[src/sv/mp2d_pkg.sv]
// ----------------------------------------------------------------------------
// mp2d_pkg : shared types and constants for the 2-D max pooling block
// Register indexes, operation codes, controller states and the command,
// status and configuration structs passed between the submodules.
// ----------------------------------------------------------------------------
package mp2d_pkg;

    // input coordinate fields
    localparam int COORD_BITS = 6;
    // signed tap coordinate: row*stride - pad + kernel offset
    localparam int TAP_BITS   = 12;

    // configuration port
    localparam int CFG_IDX_BITS  = 4;
    localparam int CFG_DATA_BITS = 7;

    localparam logic [CFG_IDX_BITS-1:0] REG_PLANE_HEIGHT  = 4'd0;
    localparam logic [CFG_IDX_BITS-1:0] REG_PLANE_WIDTH   = 4'd1;
    localparam logic [CFG_IDX_BITS-1:0] REG_KERNEL_HEIGHT = 4'd2;
    localparam logic [CFG_IDX_BITS-1:0] REG_KERNEL_WIDTH  = 4'd3;
    localparam logic [CFG_IDX_BITS-1:0] REG_STRIDE_ROWS   = 4'd4;
    localparam logic [CFG_IDX_BITS-1:0] REG_STRIDE_COLS   = 4'd5;
    localparam logic [CFG_IDX_BITS-1:0] REG_PAD_TOP       = 4'd6;
    localparam logic [CFG_IDX_BITS-1:0] REG_PAD_LEFT      = 4'd7;

    localparam logic OP_LOAD    = 1'b0;
    localparam logic OP_COMPUTE = 1'b1;

    typedef struct packed {
        logic [6:0] plane_height;
        logic [6:0] plane_width;
        logic [3:0] kernel_height;
        logic [3:0] kernel_width;
        logic [3:0] stride_rows;
        logic [3:0] stride_cols;
        logic [2:0] pad_top;
        logic [2:0] pad_left;
    } t_cfg;

    typedef enum logic [3:0] {
        S_IDLE  = 4'b0001,
        S_WALK  = 4'b0010,
        S_DRAIN = 4'b0100,
        S_DONE  = 4'b1000
    } t_state;

    typedef struct packed {
        logic load;     // write the input sample into the plane store
        logic capture;  // latch window origin and clear the running max
        logic issue;    // read the current tap and advance the tap counters
    } t_cmd;

    typedef struct packed {
        logic last_tap; // current tap is the last of the window
    } t_status;

endpackage

[src/sv/mp2d_ctrl.sv]
// ----------------------------------------------------------------------------
// mp2d_ctrl : sequencing state machine
// Takes items, walks the window one tap a cycle, drains the read pipe and
// strobes the result.
// ----------------------------------------------------------------------------
module mp2d_ctrl (
    input  logic              i_clk,
    input  logic              i_rst_n,
    input  logic              i_start,
    input  logic              i_operation,
    input  mp2d_pkg::t_status i_status,
    output mp2d_pkg::t_cmd    o_cmd,
    output logic              o_busy,
    output logic              o_result_valid
);

    mp2d_pkg::t_state r_state;
    mp2d_pkg::t_state n_state;
    logic             accept;

    assign o_busy = (r_state == mp2d_pkg::S_WALK) || (r_state == mp2d_pkg::S_DRAIN);
    assign accept = i_start && !o_busy;

    always_comb begin
        n_state = r_state;
        case (r_state)
            mp2d_pkg::S_IDLE, mp2d_pkg::S_DONE: begin
                if (accept && (i_operation == mp2d_pkg::OP_COMPUTE)) begin
                    n_state = mp2d_pkg::S_WALK;
                end else begin
                    n_state = mp2d_pkg::S_IDLE;
                end
            end
            mp2d_pkg::S_WALK: begin
                if (i_status.last_tap) begin
                    n_state = mp2d_pkg::S_DRAIN;
                end
            end
            mp2d_pkg::S_DRAIN: n_state = mp2d_pkg::S_DONE;
            default:           n_state = mp2d_pkg::S_IDLE;
        endcase
    end

    always_ff @(posedge i_clk) begin
        if (!i_rst_n) begin
            r_state <= mp2d_pkg::S_IDLE;
        end else begin
            r_state <= n_state;
        end
    end

    assign o_cmd.load     = accept && (i_operation == mp2d_pkg::OP_LOAD);
    assign o_cmd.capture  = accept && (i_operation == mp2d_pkg::OP_COMPUTE);
    assign o_cmd.issue    = (r_state == mp2d_pkg::S_WALK);
    assign o_result_valid = (r_state == mp2d_pkg::S_DONE);

endmodule

[config.mk]
export PLATFORM = sky130hd
export DESIGN_NAME = mp2d_ctrl
export DESIGN_NICKNAME = d
export VERILOG_FILES = /design/src/sv/mp2d_pkg.sv /design/src/sv/mp2d_ctrl.sv
export SDC_FILE = /design/constraint.sdc
export NUM_CORES = 1
export LEC_CHECK = 0
export ABC_AREA = 1
export BUFFER_PORTS_ARGS = -buffer_cell sky130_fd_sc_hd__buf_2
export CORE_AREA = 2 2 39 41
export DETAILED_ROUTE_END_ITERATION = 10
export DIE_AREA = 0 0 41 43
export GPL_TIMING_DRIVEN = 0
export HOLD_SLACK_MARGIN = 0.15
export PLACE_DENSITY = 0.37
export SETUP_SLACK_MARGIN = 0.15
export SLEW_MARGIN = 20
export SYNTH_ARGS = -nofsm -noshare
export SYNTH_HDL_FRONTEND = slang
export SYNTH_SLANG_ARGS = --single-unit
[constraint.sdc]
create_clock -name i_clk -period 2.5 [get_ports i_clk]
set_clock_uncertainty 0.1 [all_clocks]
set_input_delay 0.25 -clock i_clk [delete_from_list [all_inputs] [get_ports i_clk]]
set_output_delay 0.25 -clock i_clk [all_outputs]
set_load 0.005 [all_outputs]
# --- After elaboration in Yosys (flattened, before gate mapping) ---
# Cells that the tools add are included.
# Widths: inputs -> output; s select.
totals:
  ff_bits: 4
  in_bits: 5
  out_inout_bits: 5
  word_cells: 16
op_classes:
  n_eq_ne: 5
  muxes: 3
  bitwise_logic: 1
  reduce_logical: 6
ops:
  columns: ["operator", "n"]
  rows:
  - ["$pmux 4 s3", 1]
  - ["$eq 4x1->1 const B", 1]
  - ["$eq 4x2->1 const B", 1]
  - ["$eq 4x3->1 const B", 1]
  - ["$eq 4x4->1 const B", 1]
  - ["$mux 4", 1]
  - ["$logic_and 1x1->1", 3]
  - ["$mux 2", 1]
  - ["$ne 2x2->1 const B", 1]
  - ["$reduce_or 2->1", 1]
  - ["$logic_not 1->1", 1]
  - ["$logic_or 1x1->1", 1]
  - ["$not 1->1", 1]

# --- Longest topological paths before layout ---
# Gate-level depths: netlist of run 1.
depth:
  word_depth: 7
  mapped_depth: 8
  ltp_nobuf: 8

# --- Least setup slack after synthesis of run 1 ---
# Ideal clock, no wire load.
synth_path:
  path_type: "register -> output"
  startpoint: "register r_state[2]"
  endpoint: "output o_cmd[1] (netlist name)"
  t_arrival_ps: 799
  t_required_ps: 2150
  path_slack_ps: 1351
  path_stages_with_launch: 8
  n_path_buf: 0
  path_cell_list: "dfxtp_1 > inv_2 > nor2_2 > nand2_1 > nand2_4 > nor2_4 > nand2_1 > inv_1"
synth_lines:
  columns: ["item", "line_no", "text"]
  rows:
  - ["start: declaration", "mp2d_ctrl.sv:17", "mp2d_pkg::t_state r_state;"]
  - ["start signal: assignment", "mp2d_ctrl.sv:46", "r_state <= mp2d_pkg::S_IDLE;"]
  - ["start signal: assignment", "mp2d_ctrl.sv:48", "r_state <= n_state;"]
  - ["end: declaration", "mp2d_ctrl.sv:12", "output mp2d_pkg::t_cmd o_cmd,"]

==> impl_results.md, run 1 <==
- Pre-CTS setup slack: 1190 ps
- CTS root buf: clkbuf_4
- Final GP Congestion: 0.668
- Clock tree buffer depth: 2
- Worst min path class: primary input to flop
- Leading area contributor after synthesis: dfxtp_1
- Worst path cell trace: inv_2 > nor2_2 > nand2_1 > nand2_4 > nor2_4 > nand2_1 > inv_1 > buf_2
- Most flop-heavy register: r_state
- GRT Overall Usage: 0.0653
- R2R Path Start: r_state[1]
- Fin. max-slew vios: 0
- Synthesis-to-layout area growth: 43.3%
- Setup violation total in the final timing report: 0
- Post-synth top area share: 0.356
- Wire length of the first global-routing pass: 724 um
- Synthesized area per cell: 6.82 um2
- Count of cell types in the netlist: 14
- Design area: 323 um2
- Hold endpoint: r_state[2]
- Full die area: 1760 um2
- Pin count of the biggest net entering global routing: 5
- Post-layout min period: 1540 ps
- Area of the multi-input gates: 119 um2
- RSZ-0062 raised after global routing: false
- Slowest stage delay, CP: 380 ps
- CP most frequent cell: nand2_1
- Post-Place Cells: 58
- Crit. End Element: output port
- Seq/Total Area, Yosys: 0.356
- CTS buffer count: 3
- Max reg flops: 4
- Hold path cells: 3
- Largest regs: r_state (4)
- Syn Std Cell Area: 225 um2
- Critical path peak fanout: 4
- Site Rows: 14
- H-tree depth: 1
- Crit path depth: 8
- Worst R2R End: r_state[0]
- Initial DRC Count: 5
- Arrival @ worst endpoint: 1190 ps
- Min setup slack post-route: 959 ps
- Leakage: 0.178 nW
- Pre-antenna DRT Iters: 2
- # fillers: 158
- Remaining global-route overflow: 0
- Final period util: 0.617
- Vias per inst: 3.89
- ANT cells: 0
- Placed cell areas: 290 um2
- Post-Syn Nets: 38
- Worst Max-Slew Pin Slew: 210 ps
- I/O Pins: 10
- Worst-path clk slew: 30 ps
- Yosys Warn Count: 0
- Final hold violations: 0
- WL final: 473 um
- Fmax: 649 MHz
- Worst-Skew Late Latency: 230 ps
- Maxcap violations: 0
- Post-route DRC: 0
- CP startpoint kind: flop
- Commonest cells after routing, fill and taps aside: buf_2 (9), inv_1 (6), nand2_1 (5), dfxtp_1 (4)
- Nets: 53
- Area contributors post-synth: dfxtp_1 (36%), inv_1 (10%), nand2_1 (8.3%), nor2_2 (8.3%), nand3_1 (6.7%)
- Final ANT Viol Nets: 0
- CP delay by family, top: simple AND/OR/NAND/NOR gates
- Worst r2r path cells: 5
- Detailed Place HPWL: 382 um
- Worst Path Required: 2150 ps
- Die span in y: 43 um
- Fin Setup TNS: 0 ps
- Post-Synthesis Cells: 33
- PwrDens: 521 nW/um2
- Die W: 41 um
- # port buffers: 9
- Slew margin rel.: 0.859
- Starting Density: 0.163
- CTS tree: done
- Peak supply drop: 124 uV
- Vias: 241
- Initial antenna violation count: 0
- Proportion of layout cells with a drive suffix above 1: 0.413
- Commonest non-fill, non-tap cell in the layout: buf_2
- Synth Register Bits: 4
- WP buf/inv: 3
- Sink Count: 4
- Max stage delay cell, worst path: dfxtp_1
- Vias in the first global route: 216
- Core area: 1380 um2
- WS Path Type: flop to output port
- WL per Instance: 7.63 um
- Post-Layout Cell Count: 62
- Setup slack, reg-to-reg: 1380 ps
- Register area: 80.1 um2
- Status: complete, no violations
- Cts repair resizes: 0
- Hold wc startpoint: i_status
## Yosys cell counts
cell / instances
nor2_4: 1
inv_2: 1
nor2_1: 3
o21ai_1: 1
nand2_2: 1
nand2_1: 5
nand3_1: 3
nor2_2: 3
nor3_1: 2
inv_1: 6
nand2_4: 1
or2_0: 1
dfxtp_1: 4
a21oi_1: 1
## area by class of cell
type | count | area share
inverters | 7 | 0.0814
well taps | 16 | 0.0620
flip-flops and latches | 4 | 0.248
repair buffers | 10 | 0.171
clock buffers | 3 | 0.0698
multi-input cells | 22 | 0.368
## cell families (layout without fill, tap and decap cells)
group           after synthesis  count (layout)  synth area share
simple gates                 20              20             0.483
buf+inv                       7              20             0.117
flops                         4               4             0.356
compound gates                2               2            0.0444
## metrics by stage
step / hold slack, ps / utilization / power [mW]
6_report: 180 / 0.233 / 0.168
5_1_grt: 179 / 0.233 / 0.178
4_1_cts: 179 / 0.233 / 0.172
3_5_place_dp: 363 / 0.210 / 0.0926
3_3_place_gp: 362 / 0.210 / 0.0931
2_1_floorplan: 235 / - / 0.0843
## worst max-delay path by stage
stage / end / from / slack (ps)
final: o_cmd[1] / r_state[2] / 960
after global routing: o_cmd[1] / r_state[2] / 850
after CTS: o_cmd[1] / r_state[2] / 940
after detailed placement: o_cmd[1] / r_state[2] / 1190
after global placement: o_cmd[1] / r_state[2] / 1180
after floorplan: o_cmd[1] / r_state[2] / 1350
## worst reg2reg max path, cell delays in order (launching register included)
cell and delay [ps]:
dfxtp_1 300, nor2_2 120, nand2_1 80, o21ai_1 200, or2_0 140, nand3_1 70
## per-layer routing
| metal | wire length [um] | GRT usage |
|---|---|---|
| met5 | 0 | 0 |
| met1 | 184 | 0.0611 |
| met2 | 249 | 0.0969 |
| met4 | 0 | 0.0800 |
| met3 | 40 | 0.0157 |
## report_power, final
part           internal (mW)  total [mW]  switching (mW)
registers             0.0669      0.0689         0.00201
logic                 0.0114      0.0236          0.0123
clock network         0.0534      0.0757          0.0223
total                  0.132       0.168          0.0366
## timing repair
item / 4_1_cts / 5_1_grt
setup buffers: 0 / 0
hold buffers: 1 / 0
endpoints found under the hold margin: 1 / 0
(Power assumes the default switching activity.)
==> inputs of run 2 (changes only) <==
- PLACE_DENSITY: 0.37 -> 0.38
- clock period: 2.5 -> 1.39 ns (I/O delays scaled with it)
==> impl_results.md, run 2 (synthesis results as in run 1) <==
- Full die area: 1760 um2
- Leakage: 0.202 nW
- Post-layout min period: 1360 ps
- ANT cells: 0
- I/O Pins: 10
- Area of the multi-input gates: 136 um2
- Remaining global-route overflow: 0
- Commonest cells after routing, fill and taps aside: buf_2 (9), inv_1 (4), buf_4 (4)
- CTS buffer count: 3
- RSZ-0062 raised after global routing: true
- Pin count of the biggest net entering global routing: 5
- Site Rows: 14
- Critical path peak fanout: 4
- Sink Count: 4
- Initial DRC Count: 1
- Wire length of the first global-routing pass: 903 um
- Die span in y: 43 um
- WL final: 506 um
- Final hold violations: 0
- Die W: 41 um
- Pre-antenna DRT Iters: 2
- Final period util: 0.975
- Clock tree buffer depth: 2
- Synthesis-to-layout area growth: 72.2%
- # hold bufs at CTS: 2
- Commonest non-fill, non-tap cell in the layout: buf_2
- GRT Overall Usage: 0.0802
- PwrDens: 823 nW/um2
- CTS root buf: clkbuf_4
- Starting Density: 0.163
- WS Path Type: flop to output port
- # fillers: 147
- Final GP Congestion: 0.592
- Final hold slack: 105 ps
- Vias per inst: 3.85
- Placed cell areas: 290 um2
- # port buffers: 9
- Largest regs: r_state (4)
- Maxcap violations: 0
- Register area: 87.6 um2
- H-tree depth: 1
- Worst Max-Slew Pin Slew: 232 ps
- Fin. max-slew vios: 0
- Most flop-heavy register: r_state
- Slew margin rel.: 0.844
- WL per Instance: 7.55 um
- Vias in the first global route: 252
- Detailed Place HPWL: 383 um
- Crit. End Element: output port
- Finished Core Util: 0.280
- Final ANT Viol Nets: 0
- Post-route DRC: 0
- Worst-Skew Late Latency: 230 ps
- Proportion of layout cells with a drive suffix above 1: 0.627
- Arrival @ worst endpoint: 1120 ps
- Status: complete, no violations
- Design area: 388 um2
- Worst-path clk slew: 30 ps
- Worst Path Required: 1150 ps
- Tot Pwr: 0.319 mW
- Core area: 1380 um2
- Max reg flops: 4
- CP startpoint kind: flop
- Vias: 258
- Peak supply drop: 250 uV
- Worst min path class: primary input to flop
- CTS tree: done
- Nets: 58
- Setup violation total in the final timing report: 0
- Fmax: 738 MHz
- Initial antenna violation count: 0
==> run 2: timing repair <==
action                     in CTS  in global routing
gates resized for setup         8                  4
setup endpoints to repair       4                  7
hold endpoints to repair        4                  2
buffers inserted                4                  0
pin swaps                       4                  2
cloned                          0                  0
==> run 2: metal layers <==
layer | track usage | share of wire | vias up
met5 | 0 | 0 | -
met4 | 0.0800 | 0.028 | 0
met3 | 0.0314 | 0.047 | 2
met2 | 0.109 | 0.49 | 10
met1 | 0.0865 | 0.43 | 109
li1 | - | - | 137
==> run 2: final timing paths <==
path                    start         end  slack (ps)  cells past startpoint
setup / recovery   r_state[2]    o_cmd[1]          30                      8
hold / removal    i_operation  r_state[1]         110                      3
setup reg to reg   r_state[2]  r_state[0]         110                      7
hold reg to reg    r_state[1]  r_state[3]         460                      3
==> run 2: cell type report <==
type | instances | share of cell area
multi-input combinational | 22 | 0.352
timing repair buffer | 15 | 0.245
sequential | 4 | 0.226
inverter | 7 | 0.0677
clock buffer | 3 | 0.0581
tap | 16 | 0.0516
==> run 2: report_power, final <==
part	internal (mW)	leakage [nW]	total, mW	switching (mW)
logic	0.0267	0.154	0.0516	0.0249
registers	0.120	0.0340	0.126	0.00635
clock network	0.0964	0.0138	0.142	0.0451
total	0.243	0.202	0.319	0.0764
==> run 2: critical path, stage by stage, from the launching register on <==
cell     delay [ps]
dfxtp_4         360
inv_2            40
nor2_2           80
nand2_2          80
nand2_4          80
nor2_4           40
nand2_2          50
inv_1            30
buf_2           110
==> run 2: per-stage QoR <==
stage               setup WS [ps]  cells  TNS, ps
finish                       34.6     67        0
detailed placement            183     58        0
floorplan                     344     33        0
CTS                          26.6     67        0
global placement              173     58        0
global route                -39.8     67    -50.3
==> inputs of run 3 (changes only) <==
--- a/config.mk
+++ b/config.mk
@@ -6,5 +6,4 @@
 export NUM_CORES = 1
 export LEC_CHECK = 0
-export ABC_AREA = 1
 export BUFFER_PORTS_ARGS = -buffer_cell sky130_fd_sc_hd__buf_2
 export CORE_AREA = 2 2 39 41
@@ -13,6 +12,7 @@
 export GPL_TIMING_DRIVEN = 0
 export HOLD_SLACK_MARGIN = 0.15
-export PLACE_DENSITY = 0.38
+export PLACE_DENSITY = 0.36
 export SETUP_SLACK_MARGIN = 0.15
+export SKIP_LAST_GASP = 1
 export SLEW_MARGIN = 20
 export SYNTH_ARGS = -nofsm -noshare
--- a/constraint.sdc
+++ b/constraint.sdc
@@ -3,3 +3,3 @@
 set_input_delay 0.139 -clock i_clk [delete_from_list [all_inputs] [get_ports i_clk]]
 set_output_delay 0.139 -clock i_clk [all_outputs]
-set_load 0.005 [all_outputs]
+set_load 0.01 [all_outputs]
==> impl_results.md, run 3 <==
- CTS buffer count: 3
- H-tree depth: 1
- ANT cells: 0
- Slew margin rel.: 0.805
- Final hold violations: 0
- Seq/Total Area, Yosys: 0.413
- Slowest stage delay, CP: 360 ps
- Max stage delay cell, worst path: dfxtp_4
- Hold path cells: 4
- Site Rows: 14
- PwrDens: 845 nW/um2
- Worst min path class: primary input to flop
- Post-Layout Cell Count: 50
- GRT Overall Usage: 0.0502
- Count of cell types in the netlist: 14
- Worst-path clk slew: 40 ps
- Post-route DRC: 0
- Final GP Congestion: 0.548
- CTS tree: done
- Yosys Warn Count: 0
- Synthesized area per cell: 10.2 um2
- R2R Path Start: r_state[3]
- Die span in y: 43 um
- WS Path Type: flop to output port
- Top-count cell post-synth: dfxtp_1
- Fmax: 730 MHz
- Post-Syn Nets: 24
- Pin count of the biggest net entering global routing: 6
- Area contributors post-synth: dfxtp_1 (41%), xnor2_1 (9.0%), nor4b_2 (7.7%), nor4_2 (6.5%), nor3_2 (5.2%)
- Syn Std Cell Area: 194 um2
- Post-synth top area share: 0.413
- Final period util: 0.986
- Proportion of layout cells with a drive suffix above 1: 0.618
- Remaining global-route overflow: 0
- Worst Setup SP: r_state[1]
- I/O Pins: 10
- CTS root buf: clkbuf_4
- Most flop-heavy register: r_state
- Starting Density: 0.140
- Pre-antenna DRT Iters: 2
- Synthesis-to-layout area growth: 79.4%
- Worst Path Required: 1150 ps
- Worst r2r path cells: 3
- Vias in the first global route: 152
- Leading area contributor after synthesis: dfxtp_1
- Max reg flops: 4
- Arrival @ worst endpoint: 1130 ps
- Full die area: 1760 um2
- Nets: 41
- Synth cell count leaders: dfxtp_1 (4), nand2_1 (2), xnor2_1 (2)
- Crit. End Element: output port
- Synth Register Bits: 4
- Initial DRC Count: 2
- Post-layout min period: 1370 ps
- Pre-CTS setup slack: 168 ps
- Commonest non-fill, non-tap cell in the layout: buf_2
- Number of enable flip-flop cells after synthesis: 0
- Post-Place Cells: 44
- Peak supply drop: 231 uV
- Vias: 195
- Initial antenna violation count: 0
- RSZ-0062 raised after global routing: true
- CP startpoint kind: flop
- Min setup slack post-route: 20.2 ps
- Clock tree buffer depth: 2
- Tot Pwr: 0.294 mW
- # port buffers: 9
- Critical path peak fanout: 5
- Worst-Skew Late Latency: 230 ps
- WL final: 426 um
- Largest regs: r_state (4)
- Status: complete, no violations
- Fin. max-slew vios: 0
- Placed cell areas: 259 um2
- Commonest cells after routing, fill and taps aside: buf_2 (9), clkbuf_4 (3), nand2_1 (2), dlygate4sd3_1 (2), dfxtp_4 (2)
- Vias per inst: 3.90
- Maxcap violations: 0
- Post-synth ARST share: 0
- Post-Synthesis Cells: 19
- WL per Instance: 8.52 um
- # fillers: 160
- Core area: 1380 um2
- Worst Max-Slew Pin Slew: 292 ps
- Sink Count: 4
- Wire length of the first global-routing pass: 545 um
- Die W: 41 um
- Leakage: 0.135 nW
- Design area: 348 um2
- Final ANT Viol Nets: 0
- Fin Setup TNS: 0 ps
- Setup violation total in the final timing report: 0
- Hold wc startpoint: i_start
- Worst path cell trace: xnor2_4 > nor3_4 > nor3b_2 > buf_2
- Ys flop type: dfxtp_1
## run 3: power by group
part           switching (mW)  internal (mW)  total, mW  leakage [nW]
clock network          0.0438         0.0963      0.140        0.0138
logic                  0.0124         0.0200     0.0324        0.0870
registers             0.00608          0.115      0.121        0.0346
## run 3: through the flow
step	hold WS, ps	util
after global routing	197	0.251
after CTS	187	0.234
after global placement	257	0.187
after floorplan	119	-
after detailed placement	260	0.187
final	195	0.251
## run 3: logic make-up (layout without fill, tap and decap cells)
logic type	Yosys count	in the layout	share of synthesized area
AO/OA/AOI/OAI	2	2	0.0645
buffers and inverters	0	15	0
flip-flops	4	4	0.413
AND/OR/NAND/NOR	11	11	0.432
XOR/XNOR	2	2	0.0903
## run 3: worst paths after layout
kind	slack [ps]	endpoint
max	20	o_cmd[2]
min	200	r_state[0]
max reg2reg	250	r_state[1]
min reg2reg	390	r_state[3]
## run 3: per-layer routing
layer / GRT usage / up-vias / routed length, um
met5: 0 / - / 0
met4: 0.0600 / 0 / 0
met3: 0.0314 / 0 / 42
met2: 0.0594 / 10 / 175
met1: 0.0514 / 83 / 208
li1: - / 102 / -
## run 3: worst max-delay path, delay by kind of cell (launching register included)
family	cells	cell delay (ps)
xor+xnor	1	150
buf+inv	1	140
flops	1	360
simple gates	2	260
## run 3: final cells by class
| class | count | area, um2 | share of cell area |
|---|---|---|---|
| clock buffer | 3 | 22.5 | 0.0647 |
| multi-input combinational | 15 | 144 | 0.414 |
| sequential | 4 | 88.8 | 0.255 |
| tap | 16 | 20.0 | 0.0576 |
| timing repair buffer | 12 | 72.6 | 0.209 |
## run 3: repair_timing
item / CTS / global route
pin swaps: 1 / 2
hold buffers: 2 / 0
gates resized for setup: 6 / 3
endpoints found under the setup margin: 5 / 5
gates cloned: 0 / 0
buffers inserted: 0 / 1
endpoints found under the hold margin: 4 / 0
