==> config.mk <==
export PLATFORM = sky130hd
export DESIGN_NAME = mp2d_cfg
export DESIGN_NICKNAME = d
export VERILOG_FILES = /design/src/sv/mp2d_pkg.sv /design/src/sv/mp2d_cfg.sv
export SDC_FILE = /design/constraint.sdc
export NUM_CORES = 1
export LEC_CHECK = 0
export BUFFER_PORTS_ARGS = -buffer_cell sky130_fd_sc_hd__buf_4
export CAP_MARGIN = 20
export CORE_UTILIZATION = 52
export CTS_BUF_LIST = sky130_fd_sc_hd__clkbuf_16
export DETAILED_ROUTE_END_ITERATION = 10
export PLACE_DENSITY_LB_ADDON = 0.12
export REMOVE_ABC_BUFFERS = 1
export SKIP_LAST_GASP = 1
export SYNTH_ARGS = -nofsm -noshare
export SYNTH_HDL_FRONTEND = slang
export SYNTH_SLANG_ARGS = --single-unit
export TNS_END_PERCENT = 50
==> constraint.sdc <==
create_clock -name i_clk -period 2.5 [get_ports i_clk]
set_clock_uncertainty 0.05 [all_clocks]
set_input_delay 0.125 -clock i_clk [delete_from_list [all_inputs] [get_ports i_clk]]
set_output_delay 0.125 -clock i_clk [all_outputs]
set_load 0.01 [all_outputs]
==> src/sv/mp2d_pkg.sv <==
// ----------------------------------------------------------------------------
// mp2d_pkg : shared types and constants for the 2-D max pooling block
// Register indexes, operation codes, controller states and the command,
// status and configuration structs passed between the submodules.
// ----------------------------------------------------------------------------
package mp2d_pkg;

    // input coordinate fields
    localparam int COORD_BITS = 6;
    // signed tap coordinate: row*stride - pad + kernel offset
    localparam int TAP_BITS   = 12;

    // configuration port
    localparam int CFG_IDX_BITS  = 4;
    localparam int CFG_DATA_BITS = 7;

    localparam logic [CFG_IDX_BITS-1:0] REG_PLANE_HEIGHT  = 4'd0;
    localparam logic [CFG_IDX_BITS-1:0] REG_PLANE_WIDTH   = 4'd1;
    localparam logic [CFG_IDX_BITS-1:0] REG_KERNEL_HEIGHT = 4'd2;
    localparam logic [CFG_IDX_BITS-1:0] REG_KERNEL_WIDTH  = 4'd3;
    localparam logic [CFG_IDX_BITS-1:0] REG_STRIDE_ROWS   = 4'd4;
    localparam logic [CFG_IDX_BITS-1:0] REG_STRIDE_COLS   = 4'd5;
    localparam logic [CFG_IDX_BITS-1:0] REG_PAD_TOP       = 4'd6;
    localparam logic [CFG_IDX_BITS-1:0] REG_PAD_LEFT      = 4'd7;

    localparam logic OP_LOAD    = 1'b0;
    localparam logic OP_COMPUTE = 1'b1;

    typedef struct packed {
        logic [6:0] plane_height;
        logic [6:0] plane_width;
        logic [3:0] kernel_height;
        logic [3:0] kernel_width;
        logic [3:0] stride_rows;
        logic [3:0] stride_cols;
        logic [2:0] pad_top;
        logic [2:0] pad_left;
    } t_cfg;

    typedef enum logic [3:0] {
        S_IDLE  = 4'b0001,
        S_WALK  = 4'b0010,
        S_DRAIN = 4'b0100,
        S_DONE  = 4'b1000
    } t_state;

    typedef struct packed {
        logic load;     // write the input sample into the plane store
        logic capture;  // latch window origin and clear the running max
        logic issue;    // read the current tap and advance the tap counters
    } t_cmd;

    typedef struct packed {
        logic last_tap; // current tap is the last of the window
    } t_status;

endpackage

==> src/sv/mp2d_cfg.sv <==
// ----------------------------------------------------------------------------
// mp2d_cfg : configuration register file
// Eight registers written through a valid/ready channel; indexes past the
// list are accepted and dropped.
// ----------------------------------------------------------------------------
module mp2d_cfg (
    input  logic                                i_clk,
    input  logic                                i_rst_n,
    input  logic                                i_cfg_valid,
    input  logic [mp2d_pkg::CFG_IDX_BITS-1:0]   i_cfg_index,
    input  logic [mp2d_pkg::CFG_DATA_BITS-1:0]  i_cfg_data,
    output mp2d_pkg::t_cfg                      o_cfg
);

    mp2d_pkg::t_cfg r_cfg;
    mp2d_pkg::t_cfg n_cfg;

    always_comb begin
        n_cfg = r_cfg;
        if (i_cfg_valid) begin
            case (i_cfg_index)
                mp2d_pkg::REG_PLANE_HEIGHT:  n_cfg.plane_height  = i_cfg_data;
                mp2d_pkg::REG_PLANE_WIDTH:   n_cfg.plane_width   = i_cfg_data;
                mp2d_pkg::REG_KERNEL_HEIGHT: n_cfg.kernel_height = i_cfg_data[3:0];
                mp2d_pkg::REG_KERNEL_WIDTH:  n_cfg.kernel_width  = i_cfg_data[3:0];
                mp2d_pkg::REG_STRIDE_ROWS:   n_cfg.stride_rows   = i_cfg_data[3:0];
                mp2d_pkg::REG_STRIDE_COLS:   n_cfg.stride_cols   = i_cfg_data[3:0];
                mp2d_pkg::REG_PAD_TOP:       n_cfg.pad_top       = i_cfg_data[2:0];
                mp2d_pkg::REG_PAD_LEFT:      n_cfg.pad_left      = i_cfg_data[2:0];
                default:                     n_cfg = r_cfg;
            endcase
        end
    end

    always_ff @(posedge i_clk) begin
        if (!i_rst_n) begin
            r_cfg.plane_height  <= 7'd1;
            r_cfg.plane_width   <= 7'd1;
            r_cfg.kernel_height <= 4'd1;
            r_cfg.kernel_width  <= 4'd1;
            r_cfg.stride_rows   <= 4'd1;
            r_cfg.stride_cols   <= 4'd1;
            r_cfg.pad_top       <= 3'd0;
            r_cfg.pad_left      <= 3'd0;
        end else begin
            r_cfg <= n_cfg;
        end
    end

    assign o_cfg = r_cfg;

endmodule

* After elaboration in Yosys (flattened, before gate mapping)
Index checks and enable logic that the tools add are counted.
W data, S select, Z words.
** Storage, ports and cells
- Logic and storage cells :: 24
- Input bits :: 14
- Output and inout port bits :: 36
- Flip-flop bits (word level) :: 36
** Cells by class
- Reductions and logical operators :: 9
- Equal/unequal tests :: 7
** Operator list (number)
- $eq A4 B3 Y1 const B :: 4
- $reduce_and A2 Y1 :: 8
- $eq A4 B2 Y1 const B :: 2
- $eq A4 B1 Y1 const B :: 1
- $logic_not A4 Y1 :: 1

* Logic depth before layout (Yosys ltp)
Gate-level depths: netlist of the first run.
- Depth in word-level cells :: 2
- Mapped depth :: 5
- Mapped depth without buffers :: 3

* Least setup slack after synthesis of the first run
No wires, ideal clock.
- Path type :: input to register
- From :: input i_cfg_index[3] (netlist bit)
- To :: register r_cfg, in the netlist o_cfg[15]
- Slack :: 1.525 ns
- Path buffers :: 1
- Setup time :: 0.072 ns
- Arrival time :: 0.853 ns
- Stages :: 4
- Path through :: nor3b_4 > and3_2 > buf_6 > mux2i_1
** On the way
- Cells in the longest elaborated chain, start to end :: 2
** RTL lines
- from (decl) :: RTL line mp2d_cfg.sv:10 : input logic [mp2d_pkg::CFG_IDX_BITS-1:0] i_cfg_index,
- $eq A4 B2 Y1 :: RTL line mp2d_cfg.sv:21 : case (i_cfg_index)
- $reduce_and A2 Y1 (no line)
- to (signal assigned) :: RTL line mp2d_cfg.sv:46 : r_cfg <= n_cfg;
- to (decl) :: RTL line mp2d_cfg.sv:15 : mp2d_pkg::t_cfg r_cfg;
Every way passes these cells.
A chain may end at the register's enable or synchronous reset.

==> results by group, run 1 <==
Setup path
  • Worst EP required: 2.58 ns
  • CP Class: in2reg
  • Register-to-register setup slack: 1.78 ns
  • Crit-path max FO: 44
  • WP data arrival: 1.04 ns
  • R2R depth: 2
  • Crit. End Element: register
  • R2r startpoint: o_cfg[30]
  • Startpoint types: primary input
  • RR Endpoint: o_cfg[30]

Die
  • Initial Utilization: 56.6%
  • IO Pins: 50
  • Row cnt: 18
  • Die Span X: 54.7 µm
  • Die ar.: 0.00299 mm²
  • Core region area: 0.00254 mm²
  • Die Y: 54.7 µm

Route
  • Antenna viol nets, final: 0
  • Vias after detailed routing: 1111
  • First drt pass iteration count: 4
  • Drt initial violations: 7
  • DRC viols: 0
  • Routed length per instance: 14.0 µm
  • Vias per inst: 5.17
  • Wire length after detailed routing: 3000 µm

Hold path
  • Hold path startpoint: i_cfg_data[5]
  • Worst Hold Class: in2reg
  • Hold Path Sink: o_cfg[34]
  • WHS Path Cells: 3

Clock network
  • Post-CTS Setup Bufs: 0
  • # resized after CTS: 0
  • Clock transition at path regs: 0.05 ns
  • CTS buffer count: 5
  • Skew-Pair Late Insertion Delay: 0.27 ns
  • Max Buffers Root-to-Sink: 2
  • CTS sink count: 36
  • CTS tree: yes
  • Root buf cell: clkbuf_16
  • H-tree depth: 2
  • Hold Buf Count CTS: 0

Timing
  • Final count of hold timing violations: 0
  • Crit share post-route: 38.2%
  • Tmin final: 0.955 ns
  • Relative slew margins: 72.2%
  • Max Slew Vio Count: 0
  • Unrepaired setup endpoints after global routing: false
  • FMAX: 1.05 GHz
  • Finish-stage setup viols: 0
  • Worst-margin pin slew: 0.416 ns
  • Hold WS: 0.0742 ns
  • Final setup margin: 1.54 ns
  • Setup_tns: 0 ns

Placed design
  • GPL Wtd Cong: 0.698
  • Placement Setup Slack: 1.28 ns
  • Port buffer count: 49
  • Post-DP HPWL: 2140 µm

Layout
  • Most frequent cells in the layout: 49 x buf_4, 38 x nand2_1, 36 x mux2i_1, 36 x dfxtp_1, 7 x nor2b_1
  • Diode count: 0
  • Layout cells sized above 1: 34.6%
  • Area growth syn-to-layout: 34.0%
  • Most common cell after layout, fill and taps aside: buf_4
  • Largest register FFs: 36
  • Fillers: 176
  • Nets: 198

Global route
  • Total GRT Usage: 22.7%
  • Met3 GRT Util: 8.61%
  • M1 GR Usage: 27.7%
  • Grt total ovfl: 0
  • First-pass GRT wire length: 4650 µm
  • GR Layer Usage met2: 37.6%
  • Largest net degree at the start of global routing: 45
  • Vias in the first global route: 1029
  • Grt peak-use layer: met2
  • Initial antenna violation count: 0

Yosys
  • Mapped Area: 0.00144 mm²
  • Cells after Synth: 137
  • Syn. warnings: 0
  • Dominant cells by area after synthesis: dfxtp_1 50%, mux2i_1 25%, nand2_1 9.9%
  • Mapped Avg Cell Area: 10.5 µm²
  • Post-synthesis sequential area ratio: 50.0%
  • Yosys reg bits: 36
  • Yosys top cell by area: dfxtp_1
  • Proportion of netlist area held by the largest area contributor: 50.0%
  • Distinct cells, synth: 16

Pwr
  • Leak pwr: 0.957 nW
  • Power Density: 643 mW/mm²
  • Worst vdd ir: 837 µV

Run status
  • Status: complete, no violations

Run
  • Max-Cap Viols: 0
-- metal layers --
metal	routed length, µm	part of all wire, %	up-vias
li1	-	-	545
met1	1310	44	529
met2	1530	51	34
met3	148	4.9	3
met4	12	0.40	0
met5	0	0	-
-- critical path, cell delays in order --
cell and delay, ns:
buf_4 0.34, nor2b_1 0.43, mux2i_1 0.14
-- power breakdown --
group | switching [mW] | total [mW] | internal, mW | leakage, nW
logic | 0.0429 | 0.0813 | 0.0384 | 0.595
registers | 0.00415 | 0.586 | 0.582 | 0.291
clock network | 0.214 | 0.575 | 0.361 | 0.0710
total | 0.261 | 1.24 | 0.981 | 0.957
-- how the worst max path moves through the flow --
stage / startpoint / end
3_3_place_gp: i_cfg_index[3] / o_cfg[23]
4_1_cts: i_rst_n / o_cfg[14]
5_1_grt: i_rst_n / o_cfg[14]
3_5_place_dp: i_cfg_index[3] / o_cfg[22]
6_report: i_rst_n / o_cfg[14]
2_1_floorplan: i_cfg_index[3] / o_cfg[15]
-- stage by stage --
| stage | utilization, % | cells | power [mW] | area, µm² |
|---|---|---|---|---|
| after floorplan | - | 128 | 0.631 | 1390 |
| after global placement | 70.5 | 207 | 0.677 | 1790 |
| after detailed placement | 70.5 | 207 | 0.679 | 1790 |
| after CTS | 75.9 | 215 | 1.25 | 1930 |
| after global routing | 75.9 | 215 | 1.29 | 1930 |
| final | 75.9 | 215 | 1.24 | 1930 |
-- synthesized netlist by cell type --
| cell | number |
|---|---|
| nor2_1 | 2 |
| clkbuf_2 | 2 |
| nand2b_1 | 1 |
| nor3b_2 | 1 |
| buf_6 | 2 |
| dfxtp_1 | 36 |
| nand2_1 | 38 |
| nor2b_1 | 7 |
| nand3b_2 | 2 |
| nor3b_4 | 2 |
| buf_2 | 2 |
| nand2_2 | 1 |
| mux2i_1 | 36 |
| nand3b_4 | 1 |
| clkbuf_1 | 3 |
| and3_2 | 1 |
-- cell type report --
type	count	area [µm²]	area share, %
well taps	30	37.5	1.94
multi-input cells	92	667	34.5
repair buffers	49	368	19.0
clock buffers	5	125	6.48
clock inverters	3	13.8	0.712
flip-flops and latches	36	721	37.3
-- cell families (layout without fill, tap and decap cells) --
kind of cell	after synthesis	in the layout	synth area share, %
simple gates	56	56	21.3
mux	36	36	25.0
flops	36	36	50.0
buf+inv	9	57	3.73
No activity file was read; power rests on OpenSTA's default activity.
==> run 2: changes to the inputs <==
Settings changed: CORE_UTILIZATION 52 to 44.
Clock period 2.5 ns to 0.8 ns, I/O delays scaled along.
==> run 2 against run 1 <==
  * Count of clock-buffer cells in the layout unchanged
  * Via count grew 4.5%
  * The flow now finishes with violations (negative setup slack)
  * Setup slack lost 1.6 ns
==> results by group, run 2 (same netlist as run 1, synthesis figures left out) <==
Global route
  • Vias in the first global route: 1102 (was 1029)
  • Grt total ovfl: 0 (unchanged)
  • Total GRT Usage: 19.6% (was 22.7%)
  • First-pass GRT wire length: 4950 µm (was 4650 µm)
  • Largest net degree at the start of global routing: 20 (was 45)
  • Initial antenna violation count: 0 (unchanged)

Hold path
  • Worst Hold Class: in2reg (unchanged)

Timing
  • Crit share post-route: 102%
  • FMAX: 1.22 GHz
  • Tmin final: 0.817 ns
  • Final setup margin: -0.0172 ns (was 1.54 ns)
  • Final count of hold timing violations: 0 (unchanged)
  • Max Slew Vio Count: 0 (unchanged)
  • Unrepaired setup endpoints after global routing: true (was false)
  • Relative slew margins: 78.5% (was 72.2%)
  • Setup_tns: -0.0251 ns (was 0 ns)
  • Finish-stage setup viols: 5 (was 0)
  • Worst-margin pin slew: 0.321 ns (was 0.416 ns)

Placed design
  • Post-DP HPWL: 2330 µm (was 2140 µm)
  • Port buffer count: 49 (unchanged)
  • GPL Wtd Cong: 0.762 (was 0.698)
  • Placement Setup Slack: -0.274 ns (was 1.28 ns)

Die
  • Row cnt: 20 (was 18)
  • Core region area: 0.00308 mm² (was 0.00254 mm²)
  • IO Pins: 50 (unchanged)
  • Die Span X: 59.2 µm (was 54.7 µm)
  • Die ar.: 0.00351 mm² (was 0.00299 mm²)
  • Initial Utilization: 46.8% (was 56.6%)
  • Die Y: 59.2 µm (was 54.7 µm)

Clock network
  • CTS sink count: 36 (unchanged)
  • Hold Buf Count CTS: 0 (unchanged)
  • Clock transition at path regs: 0.05 ns (about the same)
  • CTS tree: yes (unchanged)
  • Max Buffers Root-to-Sink: 2 (unchanged)
  • H-tree depth: 2 (unchanged)
  • Root buf cell: clkbuf_16 (unchanged)
  • Skew-Pair Late Insertion Delay: 0.27 ns (about the same)
  • CTS buffer count: 5 (unchanged)

Layout
  • Diode count: 0 (unchanged)
  • Most common cell after layout, fill and taps aside: nand2_1 (was buf_4)
  • Nets: 213 (was 198)
  • Fillers: 238 (was 176)
  • Finished Core Util: 73.0% (was 75.9%)
  • Most frequent cells in the layout: 38 x nand2_1, 36 x mux2i_1, 33 x buf_6 (was 49 x buf_4, 38 x nand2_1, 36 x mux2i_1, 36 x dfxtp_1, 7 x nor2b_1)
  • Layout cells sized above 1: 55.3% (was 34.6%)
  • Reg area: 761 µm² (was 721 µm²)
  • Largest register FFs: 36 (unchanged)
  • Area growth syn-to-layout: 55.9% (was 34.0%)
  • Area taken by multi-input logic gates: 682 µm² (was 667 µm²)

Setup path
  • Startpoint types: primary input (unchanged)
  • Crit-path max FO: 4 (was 44)
  • WP data arrival: 0.96 ns (was 1.04 ns)
  • CP Class: in2reg (unchanged)
  • Worst EP required: 0.94 ns (was 2.58 ns)
  • Crit. End Element: register (unchanged)

Run status
  • Status: finished with violations (was complete, no violations)
  • Failing checks: negative setup slack

Route
  • Drt initial violations: 32 (was 7)
  • Wire length after detailed routing: 3180 µm (was 3000 µm)
  • First drt pass iteration count: 4 (unchanged)
  • Vias after detailed routing: 1161 (was 1111)
  • Vias per inst: 4.78 (was 5.17)
  • Antenna viol nets, final: 0 (unchanged)
  • Routed length per instance: 13.1 µm (was 14.0 µm)
  • DRC viols: 0 (unchanged)

Pwr
  • Power Density: 1750 mW/mm² (was 643 mW/mm²)
  • Worst vdd ir: 1030 µV (was 837 µV)
  • Leak pwr: 1.08 nW (was 0.957 nW)

Run
  • Max-Cap Viols: 0 (unchanged)
-- run 2: changes by cell type in the layout (fill, tap and decap cells not counted) --
cell / change
nand3b_4: +1
and3_2: -1
dfxtp_2: +32
nor2b_2: +1
nand3b_2: -1
buf_6: +33
nor2b_1: -1
buf_4: -19
clkinv_2: -2
dfxtp_1: -32
and3_4: +1
buf_12: +1
clkinv_1: +1
-- run 2: routing by layer --
| metal | part of all wire (%) | GRT usage [%] |
|---|---|---|
| met5 | 0 | 0 |
| met4 | 1.3 | 7.14 |
| met3 | 4.9 | 6.33 |
| met2 | 49 | 32.3 |
| met1 | 44 | 23.7 |
-- run 2: final cells by class --
| type | instances | area share [%] |
|---|---|---|
| multi-input combinational | 92 | 30.3 |
| clock buffer | 5 | 5.57 |
| sequential | 36 | 33.9 |
| tap | 44 | 2.45 |
| timing repair buffer | 64 | 27.4 |
| clock inverter | 2 | 0.334 |
-- run 2: critical path, cell delays in order --
cell	delay (ns)
buf_4	0.13
nor3b_4	0.31
and3_4	0.28
mux2i_1	0.19
-- run 2: repair_timing --
item                                    4_1_cts  5_1_grt
endpoints found under the setup margin       40       47
resized for setup                            39       29
buffers inserted                              1        1
pin swaps                                     0        1
endpoints found under the hold margin         0        0
-- run 2: report_power, final --
part / switching [mW] / internal [mW] / leakage (nW)
Clock: 0.638 / 1.11 / 0.0648
Combinational: 0.152 / 0.182 / 0.716
Sequential: 0.0164 / 1.82 / 0.301
Total: 0.807 / 3.12 / 1.08
-- run 2: through the flow --
step           cells  total power [mW]  hold WS (ns)  instance area (µm²)
2_1_floorplan    128              1.97         0.137                 1390
3_3_place_gp     234              2.17         0.268                 1920
3_5_place_dp     234              2.18         0.285                 1920
4_1_cts          242              3.93       0.00649                 2160
5_1_grt          243              4.08        0.0155                 2250
6_report         243              3.92       0.00402                 2250
-- run 2: final timing paths --
kind                        from        end  slack (ns)  cells after the start
hold reg to reg        o_cfg[11]  o_cfg[11]        0.41                      2
hold / removal     i_cfg_data[6]  o_cfg[35]       0.004                      3
setup / recovery  i_cfg_index[2]  o_cfg[15]       -0.02                      4
setup reg to reg       o_cfg[29]  o_cfg[29]        0.02                      3
==> run 3: changes to the inputs <==
==> constraint.sdc (replaced) <==
create_clock -name i_clk -period 0.8 [get_ports i_clk]
set_clock_uncertainty 0.05 [all_clocks]
set_input_delay 0.08 -clock i_clk [delete_from_list [all_inputs] [get_ports i_clk]]
set_output_delay 0.08 -clock i_clk [all_outputs]
set_load 0.01 [all_outputs]
==> run 3 against run 2 <==
  * First-iteration DRC count fell by 28%
  * Clock power is 3% higher
  * Flip-flop and latch count unchanged
  * Via count fell by 0.43%
  * Critical path depth shrank 3
  * Sequential share of layout area fell by 0.52 points
  * Count of clock-buffer cells in the layout unchanged
  * Power rose by 1.6%
  * Global-route usage increased by 0.73 points
  * The run still ends with negative setup slack left
  * Worst hold slack better by 0.027 ns
  * Combinational power about the same
==> results by group, run 3 (same netlist as run 1, synthesis figures left out) <==
Run status
  • Status: finished with violations (unchanged)
  • Failing checks: negative setup slack (unchanged)

Setup path
  • CP Class: reg2out (was in2reg)
  • Worst EP required: 0.67 ns (was 0.94 ns)
  • Worst path max stage delay: 0.35 ns (was 0.31 ns)
  • WP data arrival: 0.72 ns (was 0.96 ns)
  • Worst path top cell family by delay: flip-flops (was simple AND/OR/NAND/NOR gates)
  • Crit. End Element: primary output (was register)
  • Startpoint types: register (was primary input)
  • Crit-path max FO: 2 (was 4)
  • CP Cell Sequence: buf_6 (was buf_4 -> nor3b_4 -> and3_4 -> mux2i_1)
  • Critical path's slowest cell: dfxtp_2 (was nor3b_4)
  • Buf/Inv on CP: 1 (unchanged)

Pwr
  • Total power: 3.99 mW (was 3.92 mW)
  • Reg power frac: 46.1% (was 46.9%)
  • Sw Share: 21.3% (was 20.6%)
  • Worst vdd ir: 1150 µV (was 1030 µV)
  • Logic pwr share: 8.5% (about the same)
  • Clk pwr share: 45.4% (was 44.6%)
  • Sw Pwr: 0.848 mW (was 0.807 mW)
  • Leak pwr: 1.10 nW (was 1.08 nW)
  • Pint: 3.14 mW (was 3.12 mW)
  • Power Density: 1740 mW/mm² (was 1750 mW/mm²)

Global route
  • Initial antenna violation count: 0 (unchanged)
  • Total GRT Usage: 20.3% (was 19.6%)
  • Largest net degree at the start of global routing: 20 (unchanged)
  • First-pass GRT wire length: 5070 µm (was 4950 µm)
  • Vias in the first global route: 1115 (was 1102)
  • Grt total ovfl: 0 (unchanged)

Route
  • DRC viols: 0 (unchanged)
  • First drt pass iteration count: 4 (unchanged)
  • Wire length after detailed routing: 3290 µm (was 3180 µm)
  • Vias per inst: 4.66 (was 4.78)
  • Drt initial violations: 23 (was 32)
  • Routed length per instance: 13.3 µm (was 13.1 µm)
  • Vias after detailed routing: 1156 (was 1161)
  • Antenna viol nets, final: 0 (unchanged)

Layout
  • Most frequent cells in the layout: 38 x nand2_1, 36 x mux2i_1, 36 x buf_6, 36 x dfxtp_2, 30 x buf_4 (was 38 x nand2_1, 36 x mux2i_1, 33 x buf_6)
  • Most common cell after layout, fill and taps aside: nand2_1 (unchanged)
  • Layout cells sized above 1: 57.8% (was 55.3%)
  • Design area: 0.00230 mm² (was 0.00225 mm²)
  • Fillers: 220 (was 238)
  • Area growth syn-to-layout: 59.4% (was 55.9%)
  • Diode count: 0 (unchanged)
  • Fin cells: 248 (was 243)
  • Largest register FFs: 36 (unchanged)
  • Finished Core Util: 74.6% (was 73.0%)
  • Nets: 217 (was 213)
  • Reg area: 766 µm² (was 761 µm²)
  • Area taken by multi-input logic gates: 671 µm² (was 682 µm²)

Clock network
  • Max Buffers Root-to-Sink: 2 (unchanged)
  • CTS tree: yes (unchanged)
  • Root buf cell: clkbuf_16 (unchanged)
  • H-tree depth: 2 (unchanged)
  • Clock transition at path regs: 0.05 ns (about the same)
  • Hold Buf Count CTS: 0 (unchanged)
  • CTS sink count: 36 (unchanged)
  • Skew-Pair Late Insertion Delay: 0.27 ns (about the same)
  • CTS buffer count: 5 (unchanged)

Timing
  • Worst-margin pin slew: 0.310 ns (was 0.321 ns)
  • Setup_tns: -1.45 ns (was -0.0251 ns)
  • Tmin final: 0.851 ns (was 0.817 ns)
  • Hold WS: 0.0306 ns (was 0.00402 ns)
  • Finish-stage setup viols: 45 (was 5)
  • Relative slew margins: 79.3% (was 78.5%)
  • Final setup margin: -0.0511 ns (was -0.0172 ns)
  • Max Slew Vio Count: 0 (unchanged)
  • Final count of hold timing violations: 0 (unchanged)
  • Crit share post-route: 106% (was 102%)
  • Unrepaired setup endpoints after global routing: true (unchanged)
  • FMAX: 1.17 GHz (was 1.22 GHz)

Placed design
  • Placed insts: 235 (was 234)
  • Placement Setup Slack: -0.354 ns (was -0.274 ns)
  • GPL Wtd Cong: 0.762 (about the same)
  • Port buffer count: 49 (unchanged)
  • Post-DP Area: 0.00193 mm² (was 0.00192 mm²)
  • Post-DP HPWL: 2270 µm (was 2330 µm)

Die
  • Die Span X: 59.2 µm (unchanged)
  • Core region area: 0.00308 mm² (unchanged)
  • Die ar.: 0.00351 mm² (unchanged)
  • Row cnt: 20 (unchanged)
  • Die Y: 59.2 µm (unchanged)
  • Initial Utilization: 46.8% (unchanged)
  • IO Pins: 50 (unchanged)

Hold path
  • Worst Hold Class: in2reg (unchanged)

Run
  • Max-Cap Viols: 0 (unchanged)
[run 3: area by class of cell]
class / instances / area share (%)
sequential: 36 / 33.3
tap: 44 / 2.40
multi-input combinational: 92 / 29.2
timing repair buffer: 68 / 29.0
clock inverter: 3 / 0.654
clock buffer: 5 / 5.45
[run 3: metal layers]
metal,up-vias,global-route usage [%],share of wire [%]
li1,585,-,-
met4,0,8.16,0.52
met1,537,24.1,43
met2,32,33.2,52
met3,2,7.21,4.5
met5,-,0,0
[run 3: path summary, 6_finish.rpt]
kind	startpoint	slack, ns	end	cells past startpoint
worst min register to register	o_cfg[21]	0.41	o_cfg[21]	2
worst max register to register	o_cfg[9]	0.07	o_cfg[9]	3
worst max-delay path	o_cfg[22]	-0.05	o_cfg[22]	1
worst min-delay path	i_cfg_data[6]	0.03	o_cfg[28]	3
[run 3: repair_timing]
action / 4_1_cts / 5_1_grt
buffers inserted: 2 / 3
hold endpoints to repair: 0 / 0
pin swaps: 2 / 0
resized for setup: 50 / 25
setup endpoints to repair: 48 / 56
[run 3: power groups by stage]
stage / Sequential (mW) / Combinational [mW] / Clock (mW)
final: 1.84 / 0.337 / 1.81
after detailed placement: 1.87 / 0.312 / 0
after CTS: 1.84 / 0.330 / 1.84
after global routing: 1.84 / 0.362 / 1.94
after floorplan: 1.88 / 0.0942 / 0
after global placement: 1.87 / 0.309 / 0
